[src/hw/rtl/mrfe_pkg.sv]
// shared types, codes and the crc-16 byte update for the modbus read frame engine
// no dependencies
package mrfe_pkg;

  localparam int BYTE_W  = 8;
  localparam int WORD_W  = 16;
  localparam int CFG_IDX_W = 2;
  localparam int CFG_DATA_W = 16;
  localparam int RX_CNT_W = 4;
  localparam int TX_IDX_W = 3;

  localparam logic [WORD_W-1:0] CRC_INIT = 16'hFFFF;
  localparam logic [WORD_W-1:0] CRC_POLY = 16'hA001;

  // input opcodes
  localparam logic [1:0] OP_REQUEST = 2'd0;
  localparam logic [1:0] OP_RX_BYTE = 2'd1;
  localparam logic [1:0] OP_TIMEOUT = 2'd2;

  // result kinds
  localparam logic KIND_TX     = 1'b0;
  localparam logic KIND_REPORT = 1'b1;

  // report status
  localparam logic [1:0] ST_OK      = 2'd0;
  localparam logic [1:0] ST_NO_RESP = 2'd1;
  localparam logic [1:0] ST_CRC_ERR = 2'd2;

  // configuration register indexes
  localparam logic [CFG_IDX_W-1:0] CFG_DEVICE_ADDRESS = 2'd0;
  localparam logic [CFG_IDX_W-1:0] CFG_FUNCTION_CODE  = 2'd1;
  localparam logic [CFG_IDX_W-1:0] CFG_START_REGISTER = 2'd2;
  localparam logic [CFG_IDX_W-1:0] CFG_REGISTER_COUNT = 2'd3;

  // receive byte positions
  localparam logic [RX_CNT_W-1:0] RX_FIRST_DATA = 4'd3;
  localparam logic [RX_CNT_W-1:0] RX_CRC_LOW    = 4'd7;
  localparam logic [RX_CNT_W-1:0] RX_CRC_HIGH   = 4'd8;

  typedef struct packed {
    logic              kind;
    logic [BYTE_W-1:0] tx_byte;
    logic              last;
    logic [1:0]        status;
    logic [WORD_W-1:0] first_word;
    logic [WORD_W-1:0] second_word;
  } out_item_t;

  // report from the response checker, valid on the ninth byte
  typedef struct packed {
    logic              valid;
    logic              good;
    logic [WORD_W-1:0] first_word;
    logic [WORD_W-1:0] second_word;
  } rx_rpt_t;

  function automatic logic [WORD_W-1:0] crc16_byte(input logic [WORD_W-1:0] crc,
                                                   input logic [BYTE_W-1:0] b);
    logic [WORD_W-1:0] c;
    c = crc ^ {8'h00, b};
    for (int k = 0; k < BYTE_W; k++) begin
      c = c[0] ? ((c >> 1) ^ CRC_POLY) : (c >> 1);
    end
    return c;
  endfunction

endpackage

[src/hw/rtl/mrfe_in_if.sv]
// input channel: opcode and received byte with valid/ready
// depends on mrfe_pkg
interface mrfe_in_if import mrfe_pkg::*; ();
  logic              valid;
  logic              ready;
  logic [1:0]        opcode;
  logic [BYTE_W-1:0] rx_byte;

  modport source (output valid, output opcode, output rx_byte, input ready);
  modport sink (input valid, input opcode, input rx_byte, output ready);
endinterface

[src/hw/rtl/mrfe_out_if.sv]
// result channel: transmit bytes and response reports with valid/ready
// depends on mrfe_pkg
interface mrfe_out_if import mrfe_pkg::*; ();
  logic              valid;
  logic              ready;
  logic              kind;
  logic [BYTE_W-1:0] tx_byte;
  logic              last;
  logic [1:0]        status;
  logic [WORD_W-1:0] first_word;
  logic [WORD_W-1:0] second_word;

  modport source (output valid, output kind, output tx_byte, output last, output status,
                  output first_word, output second_word, input ready);
  modport sink (input valid, input kind, input tx_byte, input last, input status,
                input first_word, input second_word, output ready);
endinterface

[src/hw/rtl/mrfe_rx_check.sv]
// response receiver: running crc, data byte capture and ninth-byte check
// depends on mrfe_pkg
module mrfe_rx_check import mrfe_pkg::*; (
  input  logic              clk,
  input  logic              rst_n,
  input  logic              restart,
  input  logic              take,
  input  logic [BYTE_W-1:0] rx_byte,
  output rx_rpt_t           rpt
);

  logic [RX_CNT_W-1:0] count_r, count_nxt;
  logic [WORD_W-1:0]   crc_r, crc_nxt;
  logic [BYTE_W-1:0]   data_r [4];
  logic [BYTE_W-1:0]   crc_lo_r;
  logic [RX_CNT_W-1:0] data_pos;

  assign data_pos = count_r - RX_FIRST_DATA;

  always_comb begin
    count_nxt = count_r;
    crc_nxt   = crc_r;
    rpt.valid = 1'b0;
    rpt.good  = (crc_lo_r == crc_r[7:0]) && (rx_byte == crc_r[15:8]);
    rpt.first_word  = {data_r[0], data_r[1]};
    rpt.second_word = {data_r[2], data_r[3]};
    if (restart) begin
      count_nxt = '0;
      crc_nxt   = CRC_INIT;
    end else if (take) begin
      if (count_r < RX_CRC_LOW) begin
        crc_nxt   = crc16_byte(crc_r, rx_byte);
        count_nxt = count_r + 4'd1;
      end else if (count_r == RX_CRC_LOW) begin
        count_nxt = RX_CRC_HIGH;
      end else begin
        // ninth byte closes the frame
        rpt.valid = 1'b1;
        count_nxt = '0;
        crc_nxt   = CRC_INIT;
      end
    end
  end

  always_ff @(posedge clk) begin
    if (!rst_n) begin
      count_r <= '0;
      crc_r   <= CRC_INIT;
    end else begin
      count_r <= count_nxt;
      crc_r   <= crc_nxt;
    end
  end

  always_ff @(posedge clk) begin
    if (!restart && take) begin
      if (count_r < RX_CRC_LOW && count_r >= RX_FIRST_DATA) begin
        data_r[data_pos[1:0]] <= rx_byte;
      end
      if (count_r == RX_CRC_LOW) begin
        crc_lo_r <= rx_byte;
      end
    end
  end

endmodule

[src/hw/rtl/modbus_read_frame_engine.sv]
// Modbus RTU read-request framer and response checker. A request beat produces eight
// transmit beats, one per cycle whenever the output register is empty or being drained,
// while the input is held off; the CRC-16 is folded in one byte per transmit beat as
// the first six bytes go out. Response bytes and timeouts are taken one per cycle whenever
// no frame is being sent and the single output register is empty or being drained; the
// ninth response byte and a timeout each give one report beat. A new request is not taken
// until all eight transmit beats of the last one have gone into the output register.
// depends on mrfe_pkg, mrfe_in_if, mrfe_out_if, mrfe_rx_check
module modbus_read_frame_engine import mrfe_pkg::*; (
  input  logic                  clk,
  input  logic                  rst_n,
  input  logic                  cfg_we,
  input  logic [CFG_IDX_W-1:0]  cfg_index,
  input  logic [CFG_DATA_W-1:0] cfg_data,
  mrfe_in_if.sink               in_ch,
  mrfe_out_if.source            out_ch
);

  logic [BYTE_W-1:0] dev_addr_r, func_code_r;
  logic [WORD_W-1:0] start_reg_r, reg_count_r;

  logic                tx_busy_r, tx_busy_nxt;
  logic [TX_IDX_W-1:0] tx_idx_r, tx_idx_nxt;
  logic [WORD_W-1:0]   tx_crc_r, tx_crc_nxt;
  logic [BYTE_W-1:0]   tx_sel;

  logic      out_valid_r, out_valid_nxt;
  out_item_t out_item_r, out_item_nxt;

  logic    slot_free, in_acc, rx_restart, rx_take;
  rx_rpt_t rpt;

  always_ff @(posedge clk) begin
    if (!rst_n) begin
      dev_addr_r  <= 8'd1;
      func_code_r <= 8'd3;
      start_reg_r <= 16'd0;
      reg_count_r <= 16'd2;
    end else if (cfg_we) begin
      case (cfg_index)
        CFG_DEVICE_ADDRESS: dev_addr_r  <= cfg_data[BYTE_W-1:0];
        CFG_FUNCTION_CODE:  func_code_r <= cfg_data[BYTE_W-1:0];
        CFG_START_REGISTER: start_reg_r <= cfg_data;
        CFG_REGISTER_COUNT: reg_count_r <= cfg_data;
        default: ;
      endcase
    end
  end

  assign slot_free    = !out_valid_r || out_ch.ready;
  assign in_ch.ready  = slot_free && !tx_busy_r;
  assign in_acc       = in_ch.valid && in_ch.ready;
  assign rx_restart   = in_acc && (in_ch.opcode == OP_REQUEST || in_ch.opcode == OP_TIMEOUT);
  assign rx_take      = in_acc && (in_ch.opcode == OP_RX_BYTE);

  mrfe_rx_check u_rx (
    .clk     (clk),
    .rst_n   (rst_n),
    .restart (rx_restart),
    .take    (rx_take),
    .rx_byte (in_ch.rx_byte),
    .rpt     (rpt)
  );

  always_comb begin
    case (tx_idx_r)
      3'd0:    tx_sel = dev_addr_r;
      3'd1:    tx_sel = func_code_r;
      3'd2:    tx_sel = start_reg_r[15:8];
      3'd3:    tx_sel = start_reg_r[7:0];
      3'd4:    tx_sel = reg_count_r[15:8];
      3'd5:    tx_sel = reg_count_r[7:0];
      3'd6:    tx_sel = tx_crc_r[7:0];
      default: tx_sel = tx_crc_r[15:8];
    endcase
  end

  always_comb begin
    tx_busy_nxt = tx_busy_r;
    tx_idx_nxt  = tx_idx_r;
    tx_crc_nxt  = tx_crc_r;
    if (in_acc && in_ch.opcode == OP_REQUEST) begin
      tx_busy_nxt = 1'b1;
      tx_idx_nxt  = '0;
      tx_crc_nxt  = CRC_INIT;
    end else if (tx_busy_r && slot_free) begin
      tx_idx_nxt = tx_idx_r + 3'd1;
      // crc covers the six header bytes only
      if (tx_idx_r < 3'd6) begin
        tx_crc_nxt = crc16_byte(tx_crc_r, tx_sel);
      end
      if (tx_idx_r == 3'd7) begin
        tx_busy_nxt = 1'b0;
      end
    end
  end

  always_comb begin
    out_valid_nxt = out_valid_r && !out_ch.ready;
    out_item_nxt  = out_item_r;
    if (tx_busy_r && slot_free) begin
      out_valid_nxt            = 1'b1;
      out_item_nxt             = '0;
      out_item_nxt.kind        = KIND_TX;
      out_item_nxt.tx_byte     = tx_sel;
      out_item_nxt.last        = (tx_idx_r == 3'd7);
    end else if (in_acc && in_ch.opcode == OP_TIMEOUT) begin
      out_valid_nxt            = 1'b1;
      out_item_nxt             = '0;
      out_item_nxt.kind        = KIND_REPORT;
      out_item_nxt.last        = 1'b1;
      out_item_nxt.status      = ST_NO_RESP;
    end else if (rpt.valid) begin
      out_valid_nxt            = 1'b1;
      out_item_nxt             = '0;
      out_item_nxt.kind        = KIND_REPORT;
      out_item_nxt.last        = 1'b1;
      if (rpt.good) begin
        out_item_nxt.status      = ST_OK;
        out_item_nxt.first_word  = rpt.first_word;
        out_item_nxt.second_word = rpt.second_word;
      end else begin
        out_item_nxt.status      = ST_CRC_ERR;
      end
    end
  end

  always_ff @(posedge clk) begin
    if (!rst_n) begin
      tx_busy_r   <= 1'b0;
      tx_idx_r    <= '0;
      out_valid_r <= 1'b0;
    end else begin
      tx_busy_r   <= tx_busy_nxt;
      tx_idx_r    <= tx_idx_nxt;
      out_valid_r <= out_valid_nxt;
    end
  end

  always_ff @(posedge clk) begin
    tx_crc_r   <= tx_crc_nxt;
    out_item_r <= out_item_nxt;
  end

  assign out_ch.valid       = out_valid_r;
  assign out_ch.kind        = out_item_r.kind;
  assign out_ch.tx_byte     = out_item_r.tx_byte;
  assign out_ch.last        = out_item_r.last;
  assign out_ch.status      = out_item_r.status;
  assign out_ch.first_word  = out_item_r.first_word;
  assign out_ch.second_word = out_item_r.second_word;

endmodule
[src/flat_wrapper.sv]
// flat-port wrapper written by rule: the top's interface ports become plain ports
module modbus_read_frame_engine_flat import mrfe_pkg::*;
  (clk, rst_n, cfg_we, cfg_index, cfg_data, in_ch_valid, in_ch_opcode, in_ch_rx_byte, in_ch_ready, out_ch_valid, out_ch_kind, out_ch_tx_byte, out_ch_last, out_ch_status, out_ch_first_word, out_ch_second_word, out_ch_ready);
  mrfe_in_if in_ch_i ();
  mrfe_out_if out_ch_i ();
  input  logic clk;
  input  logic rst_n;
  input  logic cfg_we;
  input  logic [CFG_IDX_W-1:0] cfg_index;
  input  logic [CFG_DATA_W-1:0] cfg_data;
  input wire logic [$bits(in_ch_i.valid)-1:0] in_ch_valid;
  input wire logic [$bits(in_ch_i.opcode)-1:0] in_ch_opcode;
  input wire logic [$bits(in_ch_i.rx_byte)-1:0] in_ch_rx_byte;
  output wire logic [$bits(in_ch_i.ready)-1:0] in_ch_ready;
  output wire logic [$bits(out_ch_i.valid)-1:0] out_ch_valid;
  output wire logic [$bits(out_ch_i.kind)-1:0] out_ch_kind;
  output wire logic [$bits(out_ch_i.tx_byte)-1:0] out_ch_tx_byte;
  output wire logic [$bits(out_ch_i.last)-1:0] out_ch_last;
  output wire logic [$bits(out_ch_i.status)-1:0] out_ch_status;
  output wire logic [$bits(out_ch_i.first_word)-1:0] out_ch_first_word;
  output wire logic [$bits(out_ch_i.second_word)-1:0] out_ch_second_word;
  input wire logic [$bits(out_ch_i.ready)-1:0] out_ch_ready;
  assign in_ch_i.valid = in_ch_valid;
  assign in_ch_i.opcode = in_ch_opcode;
  assign in_ch_i.rx_byte = in_ch_rx_byte;
  assign in_ch_ready = in_ch_i.ready;
  assign out_ch_valid = out_ch_i.valid;
  assign out_ch_kind = out_ch_i.kind;
  assign out_ch_tx_byte = out_ch_i.tx_byte;
  assign out_ch_last = out_ch_i.last;
  assign out_ch_status = out_ch_i.status;
  assign out_ch_first_word = out_ch_i.first_word;
  assign out_ch_second_word = out_ch_i.second_word;
  assign out_ch_i.ready = out_ch_ready;
  modbus_read_frame_engine u_core (.clk(clk), .rst_n(rst_n), .cfg_we(cfg_we), .cfg_index(cfg_index), .cfg_data(cfg_data), .in_ch(in_ch_i), .out_ch(out_ch_i));
endmodule
[config.mk]
export PLATFORM = sky130hd
export DESIGN_NAME = modbus_read_frame_engine_flat
export DESIGN_NICKNAME = d
export VERILOG_FILES = /design/src/hw/rtl/mrfe_pkg.sv /design/src/hw/rtl/mrfe_in_if.sv /design/src/hw/rtl/mrfe_out_if.sv /design/src/hw/rtl/mrfe_rx_check.sv /design/src/hw/rtl/modbus_read_frame_engine.sv /design/src/flat_wrapper.sv
export SDC_FILE = /design/constraint.sdc
export NUM_CORES = 1
export LEC_CHECK = 0
export BUFFER_PORTS_ARGS = -buffer_cell sky130_fd_sc_hd__buf_2
export CORE_ASPECT_RATIO = 2
export CORE_MARGIN = 2
export CORE_UTILIZATION = 63
export CTS_CLUSTER_DIAMETER = 30
export DETAILED_ROUTE_END_ITERATION = 12
export GPL_TIMING_DRIVEN = 1
export PLACE_DENSITY = 0.93
export SYNTH_ARGS = -nofsm -noshare
export SYNTH_HDL_FRONTEND = slang
export SYNTH_SLANG_ARGS = --single-unit
[constraint.sdc]
create_clock -name clk -period 6.05 [get_ports clk]
set_input_delay 0.9075 -clock clk [delete_from_list [all_inputs] [get_ports clk]]
set_output_delay 0.9075 -clock clk [all_outputs]
set_load 0.02 [all_outputs]
==> impl_summary.md, run 1 <==
Clock tree
The post-cts hold buffer count is 0. The number of buffers added by the clock tree synthesis step is 17. No sink is reached through more buffers than the 2 on the longest clock path.

The cell sitting at the root of the clock tree is a sky130_fd_sc_hd__clkbuf_16. The number of clock sinks seen by CTS is 173. The number of post-CTS setup repair buffers is 0. After clock tree synthesis, the clock-pin slew on the worst setup and hold paths is 0.07 ns. In this run the number of H-tree levels came out at 4.

Post-CTS repair changed the size of 0 cells. TritonCTS built the clock tree. Clock latency on the worst-skew pair, taken at its later pin, is 0.43 ns.

Finish
After routing the design area is 8367 sq um. The post-route netlist has 19.21% of its cells at a drive strength greater than 1. From synthesis to final layout, the design area changed by 14.05%. In the final design database the tool counted 790 nets. The count of antenna diodes in the layout is 0. The fill cell total of the finished layout is 707.

Synth
After synthesis, the mean cell area works out to 10.71 sq um. Counting flops with a built-in enable in the synthesized netlist gives 49. For this run, the leading register cell type out of synthesis is sky130_fd_sc_hd__dfxtp_1. Summed over all instances, the cell type with the most area after synthesis is sky130_fd_sc_hd__dfxtp_1. Summing the sequential cell areas from Yosys gives 53.90% of the chip area. The area share of the largest cell type after synthesis is 33.84%. The number of different library cells in the post-synthesis netlist is 64. By count the netlist is led by sky130_fd_sc_hd__nand2_1 (135), sky130_fd_sc_hd__dfxtp_1 (124), sky130_fd_sc_hd__edfxtp_1 (49). Counting flops and latches in the post-synthesis netlist gives 173. sky130_fd_sc_hd__nand2_1 is the most common cell in the netlist. The synthesized instance count is 685. The number of warnings printed during yosys synthesis is 0.

By area the synthesized netlist is led by sky130_fd_sc_hd__dfxtp_1 (34%), sky130_fd_sc_hd__edfxtp_1 (20%), sky130_fd_sc_hd__nand2_1 (6.9%), sky130_fd_sc_hd__a22o_1 (4.2%), sky130_fd_sc_hd__a21boi_0 (4.0%). The mapped cell area is 7336 sq um. For this run, asynchronously set or reset flops after synthesis account for 0%. The number of nets in the synthesized netlist is 728.

Placement
Detailed placement finished with a half-perimeter wire length of 12.89 mm. The number of buffers inserted by port buffering is 78. The placed standard-cell area is 7770 sq um. The final estimated routing congestion in global placement is 0.8974.

Setup path
STA classifies the critical path endpoint as a register. The kind of cell with the highest combined delay along the critical path is XOR/XNOR gates. The highest fanout seen on the critical path is 10. For the worst flop-to-flop path, the logic depth is 10. The endpoint required time on the critical path is 6.41 ns. The startpoint type of the worst setup path is a register. The highest-delay cell along the critical path is sky130_fd_sc_hd__nor4_4. The origin of the critical flop-to-flop path is u_core.tx_idx_r[1]. Among the stages of the critical path, the cell type that occurs most often is sky130_fd_sc_hd__ha_1. The register-to-register path setup slack is 2.58 ns. In this design, the stage delay of the slowest critical-path cell is 0.64 ns.

The endpoint identified for the worst register-to-register timing path is u_core.tx_crc_r[15]. By startpoint and endpoint, the worst setup path is classified as register to register. STA puts the critical path data arrival time at 3.83 ns. The critical path goes through ha_1, ha_1, nor4_4, a221oi_1, a21oi_1, xnor2_2, xor2_1, xnor2_4, xnor3_1, o211ai_2. The number of buffer and inverter instances along the worst setup path is 0.

The worst setup path startpoint is u_core.tx_idx_r[1].

Global route
The overflow left after global routing is 0. In the global route stage, overall resource usage came out at 32.17%. The initial antenna violation count is 0.

The number of global-route vias before repair came to 5798. Entering global routing, the biggest net connects 54 pins. The global-route wire length before repair is 30.03 mm.

Power and ir drop
The power density relative to cell area is 362.5 nW/um^2. The standby leakage power is 0.003216 uW. Power comes to 3033 uW. IR analysis of the VDD net gives a maximum drop of 0.2759 mV.

Die
For this design the top-level I/O count stands at 79. The overall die area is 12580 sq um. The effective utilization at floorplan is 64.61%. The standard cell core area is 11350 sq um. Row generation in the floorplan step produced 55 rows. The die extent in y is 156.6 microns. The floorplan step set the die width to 80.30 microns.

Drt
The iteration-0 DRC count of the detailed router is 548. The number of nets with antenna violations after detailed routing is 0. The total iterations of the first detailed-routing run is 5.

The via count of the routed design is 5704. The post-route DRC violation count is 0. The average wire per standard cell is 21.34 microns. The number of vias per cell is 6.324. For this block, the routed nets add up to 19.25 mm of wire.

Hold path
The type of the worst min-delay path is register to register. The number of stages on the worst hold path is 1. The hold path endpoint is u_core.out_ch.first_word[11]. The startpoint identified for the worst hold timing path is u_core.u_rx.data_r[0][3].

Timing
The worst-case headroom to the max-slew limit is 22.74%. The shortest period the worst path allows is 3.467 ns. The maximum achievable frequency is 288.4 MHz. The final hold violation count is 0. Setup repair after global routing left no endpoint under its margin. Setup violations remaining at the end of the flow were counted as 0. After layout, the worst path uses 57.31% of the clock period. The accumulated negative setup slack is 0 ns.

The number of max-slew violations in the final report is 0. Clock skew on the completed layout was measured at 0.01057 ns. The pin slew with the least headroom to its limit is 1.155 ns.

Status
The flow ran to the end, and the final reports show no timing, DRC or antenna violations.

Job
The number of maximum-capacitance constraint violations is 0.
[worst reg2reg max path, stage by stage (launching register included)]
cell and delay (ns):
sky130_fd_sc_hd__dfxtp_1 0.36, sky130_fd_sc_hd__ha_1 0.24, sky130_fd_sc_hd__ha_1 0.41, sky130_fd_sc_hd__nor4_4 0.65
sky130_fd_sc_hd__a221oi_1 0.17, sky130_fd_sc_hd__a21oi_1 0.32, sky130_fd_sc_hd__xnor2_2 0.20, sky130_fd_sc_hd__xor2_1 0.37
sky130_fd_sc_hd__xnor2_4 0.19, sky130_fd_sc_hd__xnor3_1 0.35, sky130_fd_sc_hd__o211ai_2 0.14
[where the power goes]
group	internal, uW	total (uW)	switching (uW)
sequential	1250	1340	84.0
combinational	299	595	296
clock	593	1100	508
[routing by layer]
layer	global-route usage, %	part of all wire, %	wire length, microns	vias to the layer above
met5	0	0	0	-
met4	22.28	7.0	1344	0
met3	6.920	5.4	1042	88
met2	57.18	54	10390	296
met1	32.32	34	6468	2772
li1	-	-	-	2548
[area by class of cell]
cell class | count | area (sq um) | area share [%]
repair buffers | 82 | 420.4 | 5.025
clock buffers | 18 | 429.2 | 5.129
inverters | 11 | 41.29 | 0.4935
multi-input cells | 462 | 3177 | 37.97
flip-flops and latches | 173 | 3954 | 47.26
well taps | 142 | 177.7 | 2.124
clock inverters | 14 | 167.7 | 2.004
[kinds of logic (layout without fill, tap and decap cells)]
group	after synthesis	after routing	synth area share, %
AND/OR/NAND/NOR	217	217	13.36
flip-flops	173	173	53.90
AO/OA/AOI/OAI	151	151	15.95
XOR/XNOR	61	61	8.784
buffers and inverters	50	125	3.002
multiplexers	23	23	3.309
adder cells (fa/ha/maj)	10	10	1.706
[placed cells by master (no fill, tap or decap), drive strengths merged, types with 13 or more instances in the layout]
cell type	instances
nand2	135
dfxtp	124
buf	82
edfxtp	49
a21boi	39
xnor2	36
a22o	35
nor2	26
xor2	23
inv	20
a21oi	19
o22ai	18
clkbuf	18
mux2i	16
nor2b	13
[how the worst max path moves through the flow]
stage | to | slack [ns] | depth (start not counted)
after floorplan | u_core.tx_crc_r[0] | 2.99 | 14
after global placement | u_core.out_ch.second_word[7] | 2.48 | 8
after detailed placement | u_core.out_ch.first_word[2] | 2.27 | 8
after CTS | u_core.out_ch.second_word[7] | 2.63 | 8
after global routing | u_core.out_ch.second_word[4] | 2.33 | 8
final | u_core.tx_crc_r[15] | 2.58 | 10
[sequential cells by signal, indices dropped and copies added (netlist names), 16 cells and up]
signal and count:
u_core.tx_crc_r 16, u_core.out_ch.first_word 16, u_core.reg_count_r 16, u_core.u_rx.data_r 32, u_core.out_ch.second_word 16, u_core.start_reg_r 16, u_core.u_rx.crc_r 16
[through the flow]
stage | hold WS, ns | setup WS [ns] | utilization, % | cells
after global placement | 0.4372 | 2.483 | 68.43 | 870
after floorplan | 0.4349 | 2.988 | - | 685
final | 0.4605 | 2.583 | 73.69 | 902
after detailed placement | 0.4441 | 2.269 | 68.43 | 870
after CTS | 0.4614 | 2.635 | 73.69 | 902
after global routing | 0.4839 | 2.334 | 73.69 | 902
No activity file was read; power rests on OpenSTA's default activity.
==> inputs of run 2 (changes only) <==
--- a/config.mk
+++ b/config.mk
@@ -5,14 +5,15 @@
 export SDC_FILE = /design/constraint.sdc
 export NUM_CORES = 1
 export LEC_CHECK = 0
+export ABC_AREA = 1
 export BUFFER_PORTS_ARGS = -buffer_cell sky130_fd_sc_hd__buf_2
 export CORE_ASPECT_RATIO = 2
 export CORE_MARGIN = 2
-export CORE_UTILIZATION = 63
+export CORE_UTILIZATION = 53
 export CTS_CLUSTER_DIAMETER = 30
 export DETAILED_ROUTE_END_ITERATION = 12
 export GPL_TIMING_DRIVEN = 1
-export PLACE_DENSITY = 0.93
+export PLACE_DENSITY = 0.84
 export SYNTH_ARGS = -nofsm -noshare
 export SYNTH_HDL_FRONTEND = slang
 export SYNTH_SLANG_ARGS = --single-unit
==> constraint.sdc (replaced) <==
create_clock -name clk -period 2.95 [get_ports clk]
set_input_delay 0.4425 -clock clk [delete_from_list [all_inputs] [get_ports clk]]
set_output_delay 0.4425 -clock clk [all_outputs]
set_load 0.02 [all_outputs]
==> run 2 against run 1 <==
Fmax rose by 33%. Clock power up 93%. Final area is 4.4% higher. Largest cell class unchanged.
==> impl_summary.md, run 2 <==
Synth
The most numerous cell in the Yosys netlist is sky130_fd_sc_hd__nand2_1. The mapped cell area was 7636 sq um (+4.1%). The leading register cell type out of synthesis is sky130_fd_sc_hd__dfxtp_1. The synthesized instance count is 934 (+36%). The number of warnings printed during yosys synthesis is 0 (unchanged). The number of different library cells in the post-synthesis netlist is 33 (-48%). The number of nets in the synthesized netlist is 977 (+34%).

After synthesis, the cell types taking the most area are sky130_fd_sc_hd__dfxtp_1 (33%), sky130_fd_sc_hd__edfxtp_1 (19%), sky130_fd_sc_hd__nand2_1 (11%), sky130_fd_sc_hd__nor2_1 (6.0%), sky130_fd_sc_hd__o21ai_0 (5.6%). The count of state elements after synthesis is 173 (unchanged). The area share of the largest cell type after synthesis was 32.51% (-1.3 points). The leading area contributor after synthesis is sky130_fd_sc_hd__dfxtp_1. The proportion of synthesized flip-flops having asynchronous set or reset is 0% (unchanged). Ranked by instance count, the synthesized netlist is headed by sky130_fd_sc_hd__nand2_1 (224), sky130_fd_sc_hd__dfxtp_1 (124), sky130_fd_sc_hd__nor2_1 (122).

The count of flip-flops with a built-in enable after synthesis came to 49 (unchanged). The post-synthesis sequential area ratio was 51.78% (-2.1 points). The post-synthesis area per instance is 8.176 sq um (-24%).

Hold path
The min-delay analysis places its worst path in the category input port to register. The startpoint identified for the worst hold timing path is cfg_data[8]. The number of stages on the worst hold path came to 3 (+2). For hold timing, the worst endpoint is u_core.start_reg_r[8].

Finish
The number of flip-flops under the largest register name is 32 (unchanged). The library cell used most frequently in the layout, excluding fill and tap cells, is sky130_fd_sc_hd__nand2_1. The number of nets at the end of the flow is 1050 (+33%). The share of cells above drive strength 1 is 18.33% (-0.88 points). The area added between synthesis and finish is 14.39%.

In the layout the commonest cells are sky130_fd_sc_hd__nand2_1 (224), sky130_fd_sc_hd__dfxtp_1 (124), sky130_fd_sc_hd__nor2_1 (121). The count of antenna diodes in the layout was 0 (unchanged).

Clock tree
The number of levels the H-tree was split into came to 4 (unchanged). The number of buffers added by the clock tree synthesis step is 17 (unchanged). The number of post-CTS setup repair buffers is 0 (unchanged). The clock tree buffer depth is 2 (unchanged). The number of clock sinks seen by CTS came to 173 (unchanged). The register clock-pin slew on the reported worst setup and hold paths is 0.07 ns (about the same). The root buffer cell chosen for the clock tree is sky130_fd_sc_hd__clkbuf_16. The later-pin clock latency in the skew report was 0.43 ns (about the same). TritonCTS built the clock tree.

Setup path
The worst-case reg-to-reg path depth is 18 (+8). The register-to-register path setup slack is 0.35 ns (-2.23 ns). The cell that appears most often on the critical path is sky130_fd_sc_hd__nand2_2. The delay of the slowest critical-path stage was 0.43 ns (-0.21 ns). The worst register-to-register path begins at u_core.tx_idx_r[1].

The number of buffer and inverter instances along the worst setup path came to 3 (+3). STA classifies the critical path startpoint as a register. The worst register-to-register path ends at u_core.tx_crc_r[15]. The worst setup path is of the register to register kind. The highest-delay cell along the critical path is sky130_fd_sc_hd__dfxtp_1. Among cell families on the critical path, the largest total delay comes from simple AND/OR/NAND/NOR gates. The highest fanout seen on the critical path was 14 (+4). The endpoint required time on the critical path is 3.23 ns (-3.18 ns). Walking the worst path, the cells encountered are inv_1, ha_2, nor2_1, nand2_2, inv_2, nand2_1, nand2_2, nand2_1, nand2_1, nand2_1, nand3_2, nand2_2, inv_2, nand2_2, nand2_2, nand2_2, nand3_1, o211ai_1. The worst path arrival time was 2.88 ns (-0.95 ns). The capturing element type of the critical path is a register.

Die
The die extent in y is 173.8 microns (+11%). The number of core rows came to 62 (+13%). The die width is 88.88 microns (+11%). The standard cell core area is 14200 sq um (+25%). The effective utilization at floorplan is 53.79% (-11 points). The overall die area is 15440 sq um (+23%).

The number of top-level pins is 79 (unchanged).

Timing
The minimum hold slack came to 0.2559 ns (-0.2046 ns). The accumulated negative setup slack is 0 ns (unchanged). The number of max-slew violations in the final report was 0 (unchanged). The final worst slack was 0.3526 ns (-2.230 ns).

The period utilization is 88.05% (+31 points). The total setup violations reported at the end of the flow was 0 (unchanged). The worst-case headroom to the max-slew limit was 43.95% (+21 points). The final hold violation count was 0 (unchanged). The shortest period the worst path allows is 2.597 ns (-0.8698 ns). The final clock skew came to 0.01570 ns (+0.005135 ns). The maximum achievable frequency is 385.0 MHz (+33%). Setup repair after global routing left no endpoint under its margin. The pin slew with the least headroom to its limit is 0.8377 ns (-0.3169 ns).

Placement
The pre-CTS setup slack is 0.01295 ns (-2.256 ns). The final estimated routing congestion in global placement is 0.8886 (-0.98%). The detailed placement HPWL came to 12.15 mm (-5.8%). The number of buffers inserted by port buffering is 78 (unchanged).

Drt
The via count of the routed design came to 6450 (+13%). The total iterations of the first detailed-routing run is 5 (unchanged). The number of nets with antenna violations after detailed routing was 0 (unchanged). The number of vias per cell is 5.322 (-16%). The final routed wirelength across all metal layers came to 17.83 mm (-7.4%). The iteration-0 DRC count of the detailed router is 369 (-33%). The post-route DRC violation count is 0 (unchanged). The average wire per standard cell came to 14.71 microns (-31%).

Job
The number of maximum-capacitance constraint violations is 0 (unchanged).

Power and ir drop
The standby leakage power came to 0.003923 uW (+22%). The worst IR drop on VDD was 0.4617 mV (+67%). The sum of internal, switching and leakage power was 5668 uW (+87%).

The power density relative to cell area is 648.9 nW/um^2 (+79%).

Global route
The overflow left after global routing is 0 (unchanged). The pin count of the biggest net entering global routing is 52 (-3.7%). The initial antenna violation count is 0 (unchanged). The global routing usage summed across all routing layers is 24.00% (-8.2 points). The global-route wire length before repair is 29.23 mm (-2.7%). The number of global-route vias before repair is 6243 (+7.7%).

Status
The flow ran to the end, and the final reports show no timing, DRC or antenna violations.
run 2: timing repair:
action | CTS | global route
hold buffers | 0 | 0
endpoints found under the setup margin | 0 | 8
resized for setup | 0 | 5
run 2: cell type report:
cell class | count | area [sq um]
flip-flops and latches | 173 | 3954
well taps | 192 | 240.2
repair buffers | 90 | 480.5
fillers | 1230 | 5461
clock inverters | 13 | 103.9
inverters | 68 | 260.3
clock buffers | 19 | 454.2
multi-input cells | 657 | 3242
run 2: cell families (layout without fill, tap and decap cells):
kind of cell,Yosys count,after routing,share of synthesized area [%]
buffers and inverters,104,190,6.046
adders and majority gates,10,10,1.639
and+or+nand+nor,471,471,26.74
DFF,173,173,51.78
xor gates and xnor gates,27,27,3.097
AOI/OAI and AO/OA,149,149,10.70
run 2: tightest hold or removal path, stage by stage:
cell and delay (ns):
sky130_fd_sc_hd__buf_2 0.09, sky130_fd_sc_hd__nor2_1 0.04, sky130_fd_sc_hd__nor2_1 0.08
run 2: worst max path at each step:
stage / start / to / slack (ns) / cells after the start
2_1_floorplan: u_core.tx_idx_r[2] / u_core.tx_crc_r[0] / 0.66 / 21
5_1_grt: u_core.tx_idx_r[1] / u_core.tx_crc_r[0] / 0.06 / 19
3_5_place_dp: out_ch_ready / u_core.out_ch.last / 0.01 / 14
6_report: u_core.tx_idx_r[1] / u_core.tx_crc_r[15] / 0.35 / 18
3_3_place_gp: out_ch_ready / u_core.out_ch.last / 0.14 / 14
4_1_cts: u_core.out_ch.valid / u_core.out_ch.last / 0.19 / 12
run 2: through the flow:
step / cell area [sq um] / cells / util, %
2_1_floorplan: 7636 / 934 / -
3_3_place_gp: 8162 / 1180 / 57.49
3_5_place_dp: 8162 / 1180 / 57.49
4_1_cts: 8720 / 1212 / 61.42
5_1_grt: 8735 / 1212 / 61.53
6_report: 8735 / 1212 / 61.53
run 2: per-layer routing:
metal  vias up  part of all wire (%)  global-route usage (%)  wire (microns)
met5         -                     0                       0               0
met4         0                   2.6                   10.48             463
met2       202                    49                   38.12            8670
li1       3202                     -                       -               -
met3        38                   5.5                   4.286             987
met1      3008                    43                   31.52            7709
run 2: where the power goes:
part | switching, uW | internal (uW)
sequential | 86.7 | 2570
combinational | 594 | 294
clock | 971 | 1150
==> inputs of run 3 (changes only) <==
--- a/config.mk
+++ b/config.mk
@@ -6,14 +6,14 @@
 export NUM_CORES = 1
 export LEC_CHECK = 0
 export ABC_AREA = 1
-export BUFFER_PORTS_ARGS = -buffer_cell sky130_fd_sc_hd__buf_2
 export CORE_ASPECT_RATIO = 2
 export CORE_MARGIN = 2
-export CORE_UTILIZATION = 53
+export CORE_UTILIZATION = 57
 export CTS_CLUSTER_DIAMETER = 30
 export DETAILED_ROUTE_END_ITERATION = 12
+export DONT_BUFFER_PORTS = 1
 export GPL_TIMING_DRIVEN = 1
-export PLACE_DENSITY = 0.84
+export PLACE_DENSITY = 0.83
 export SYNTH_ARGS = -nofsm -noshare
 export SYNTH_HDL_FRONTEND = slang
 export SYNTH_SLANG_ARGS = --single-unit
==> run 3 against run 2 <==
Register-to-register slack worse by 0.097 ns. Largest power group unchanged. Flip-flop and latch count stayed put. Via count is 2.2% lower. The run now ends with DRC left. Sequential share of layout area is 2.0 points higher. Largest cell class unchanged.
==> impl_summary.md, run 3 (synthesis gave the netlist of run 2 again) <==
Status
The flow ran to the end, but the final reports show violations. The checks that failed: DRC.

Drt
The final routed wirelength across all metal layers was 19.47 mm (+9.2%). The number of nets with antenna violations after detailed routing is 0 (unchanged). The total iterations of the first detailed-routing run came to 9 (+4). The post-route DRC violation count is 4 (+4). The average wire per standard cell is 17.73 microns (+21%).

The number of vias per cell was 5.747 (+8.0%). The iteration-0 DRC count of the detailed router is 479 (+30%). The via count of the routed design is 6310 (-2.2%).

Power and ir drop
The worst IR drop on VDD is 0.5175 mV (+12%). The standby leakage power is 0.003595 uW (-8.4%). The power density relative to cell area came to 688.5 nW/um^2 (+6.1%).

Timing
The period utilization is 91.34% (+3.3 points). The number of max-slew violations in the final report is 0 (unchanged). The shortest period the worst path allows is 2.695 ns (+0.09719 ns). The final clock skew came to 0.01648 ns (+0.0007807 ns). The maximum achievable frequency is 371.1 MHz (-3.6%). The final hold violation count is 0 (unchanged).

The pin slew with the least headroom to its limit is 0.8572 ns (+0.01948 ns). The worst-case headroom to the max-slew limit is 42.64% (-1.3 points). The total setup violations reported at the end of the flow is 0 (unchanged). The accumulated negative setup slack is 0 ns (unchanged). Setup repair after global routing left no endpoint under its margin.

Setup path
In this run the worst setup path begins at u_core.tx_idx_r[1]. For this design, the slowest cell found on the critical path is sky130_fd_sc_hd__ha_1. The critical path class is register to register. Counting stages on the worst path, the most repeated cell is sky130_fd_sc_hd__nand2_1. In this run the critical register-to-register path is launched from u_core.tx_idx_r[1]. The endpoint required time on the critical path is 3.22 ns (about the same). The worst path arrival time is 2.96 ns (+0.08 ns). The startpoint type of the worst setup path is a register. The highest fanout seen on the critical path is 14 (unchanged).

The delay of the slowest critical-path stage was 0.52 ns (+0.09 ns). Walking the worst path, the cells encountered are inv_1, ha_1, nor2_1, nand2_2, inv_2, a21oi_1, o2111ai_1, nand2_1, nand2_1, nand2_1, inv_1, o21ai_0, o211ai_1. The capturing element type of the critical path is a register.

Hold path
In this run the most critical hold path is launched from in_ch_rx_byte[6]. The tightest min-delay check is of the input port to register type.

Clock tree
Clock tree synthesis selected as its root buffer the cell sky130_fd_sc_hd__clkbuf_16. The TritonCTS clock tree is yes. The number of post-CTS setup repair buffers came to 0 (unchanged). The register clock-pin slew on the reported worst setup and hold paths was 0.08 ns (about the same). The clock tree buffer depth is 2 (unchanged). The later-pin clock latency in the skew report is 0.43 ns (about the same). The number of buffers added by the clock tree synthesis step is 17 (unchanged). The number of levels the H-tree was split into came to 4 (unchanged).

The number of clock sinks seen by CTS is 173 (unchanged).

Die
The number of core rows was 59 (-4.8%). The standard cell core area came to 13070 sq um (-8.0%). The number of top-level pins is 79 (unchanged). The die width is 85.85 microns (-3.4%). The overall die area came to 14390 sq um (-6.8%). The effective utilization at floorplan is 58.44% (+4.7 points). The die extent in y is 167.7 microns (-3.5%).

Placement
The placed standard-cell area is 7751 sq um (-5.0%). The number of buffers inserted by port buffering is 0 (-100%). The detailed placement HPWL was 13.72 mm (+13%).

The final estimated routing congestion in global placement is 0.9189 (+3.4%).

Global route
The global routing usage summed across all routing layers is 28.05% (+4.0 points). The initial antenna violation count is 0 (unchanged). The number of global-route vias before repair is 6270 (+0.43%). The global-route wire length before repair is 30.86 mm (+5.6%). The pin count of the biggest net entering global routing was 53 (+1.9%).

The overflow left after global routing is 0 (unchanged).

Finish
The final design area excluding fillers is 8367 sq um (-4.2%). The number of nets at the end of the flow is 976 (-7.0%). The area growth from synthesis to layout is 9.569%. Leaving out fill and tap cells, the most frequent cell in the layout is sky130_fd_sc_hd__nand2_1. Leaving out fill and tap cells, the most frequent cells in the layout are sky130_fd_sc_hd__nand2_1 (224), sky130_fd_sc_hd__dfxtp_1 (124), sky130_fd_sc_hd__nor2_1 (121). The count of antenna diodes in the layout is 0 (unchanged). The share of cells above drive strength 1 is 11.84% (-6.5 points).

The number of flip-flops under the largest register name is 32 (unchanged).

Job
The number of maximum-capacitance constraint violations is 0 (unchanged).
==> run 3: cell types whose count changed in the layout (fill, tap and decap cells not counted), moves of 2 or more <==
cell / previous run / this run
sky130_fd_sc_hd__buf_2: 78 / 0
sky130_fd_sc_hd__buf_4: 12 / 16
sky130_fd_sc_hd__clkinv_2: 2 / 0
sky130_fd_sc_hd__clkinv_8: 0 / 5
sky130_fd_sc_hd__ha_1: 6 / 9
sky130_fd_sc_hd__ha_2: 4 / 1
sky130_fd_sc_hd__inv_6: 5 / 1
sky130_fd_sc_hd__inv_8: 2 / 5
==> run 3: per-layer routing <==
layer  GRT usage [%]  wire length (microns)
met1           27.01                   6679
met2           49.97                  10260
met3           5.471                    957
met4           22.71                   1575
met5               0                      0
==> run 3: worst max-delay path: cells and delay by family (launching register included) <==
kind / cells / cell delay, ns
compound gates: 4 / 0.71
flops: 1 / 0.36
fa+ha+maj: 1 / 0.52
simple gates: 5 / 0.59
buf+inv: 3 / 0.33
==> run 3: final cells by class <==
class,count,area (sq um)
fill,1104,4700
sequential,173,3954
multi-input combinational,657,3229
clock buffer,17,425.4
inverter,68,260.3
tap,152,190.2
clock inverter,15,187.7
timing repair buffer,16,120.1
==> run 3: what timing repair did <==
item / 4_1_cts / 5_1_grt
resized for setup: 0 / 1
hold buffers: 0 / 0
endpoints found under the setup margin: 0 / 2
==> run 3: per-stage QoR <==
stage	util, %	hold slack (ns)	setup WS [ns]	power (uW)	cells
2_1_floorplan	-	0.4292	0.6603	3355	934
3_3_place_gp	59.32	0.4401	0.3489	3515	1066
3_5_place_dp	59.32	0.4521	0.3175	3540	1066
4_1_cts	64.01	0.09092	0.2781	5767	1098
5_1_grt	64.03	0.08639	0.07972	5981	1098
6_report	64.03	0.1019	0.2554	5760	1098
==> run 3: final timing paths <==
check,slack [ns],to,depth (start not counted)
min,0.10,u_core.u_rx.data_r[3][6],0
max,0.26,u_core.tx_crc_r[13],13
min reg2reg,0.46,u_core.reg_count_r[15],2
max reg2reg,0.26,u_core.tx_crc_r[13],13
==> run 3: power breakdown <==
part,switching [uW],internal [uW]
combinational,550,267
clock,1090,1160
sequential,122,2570
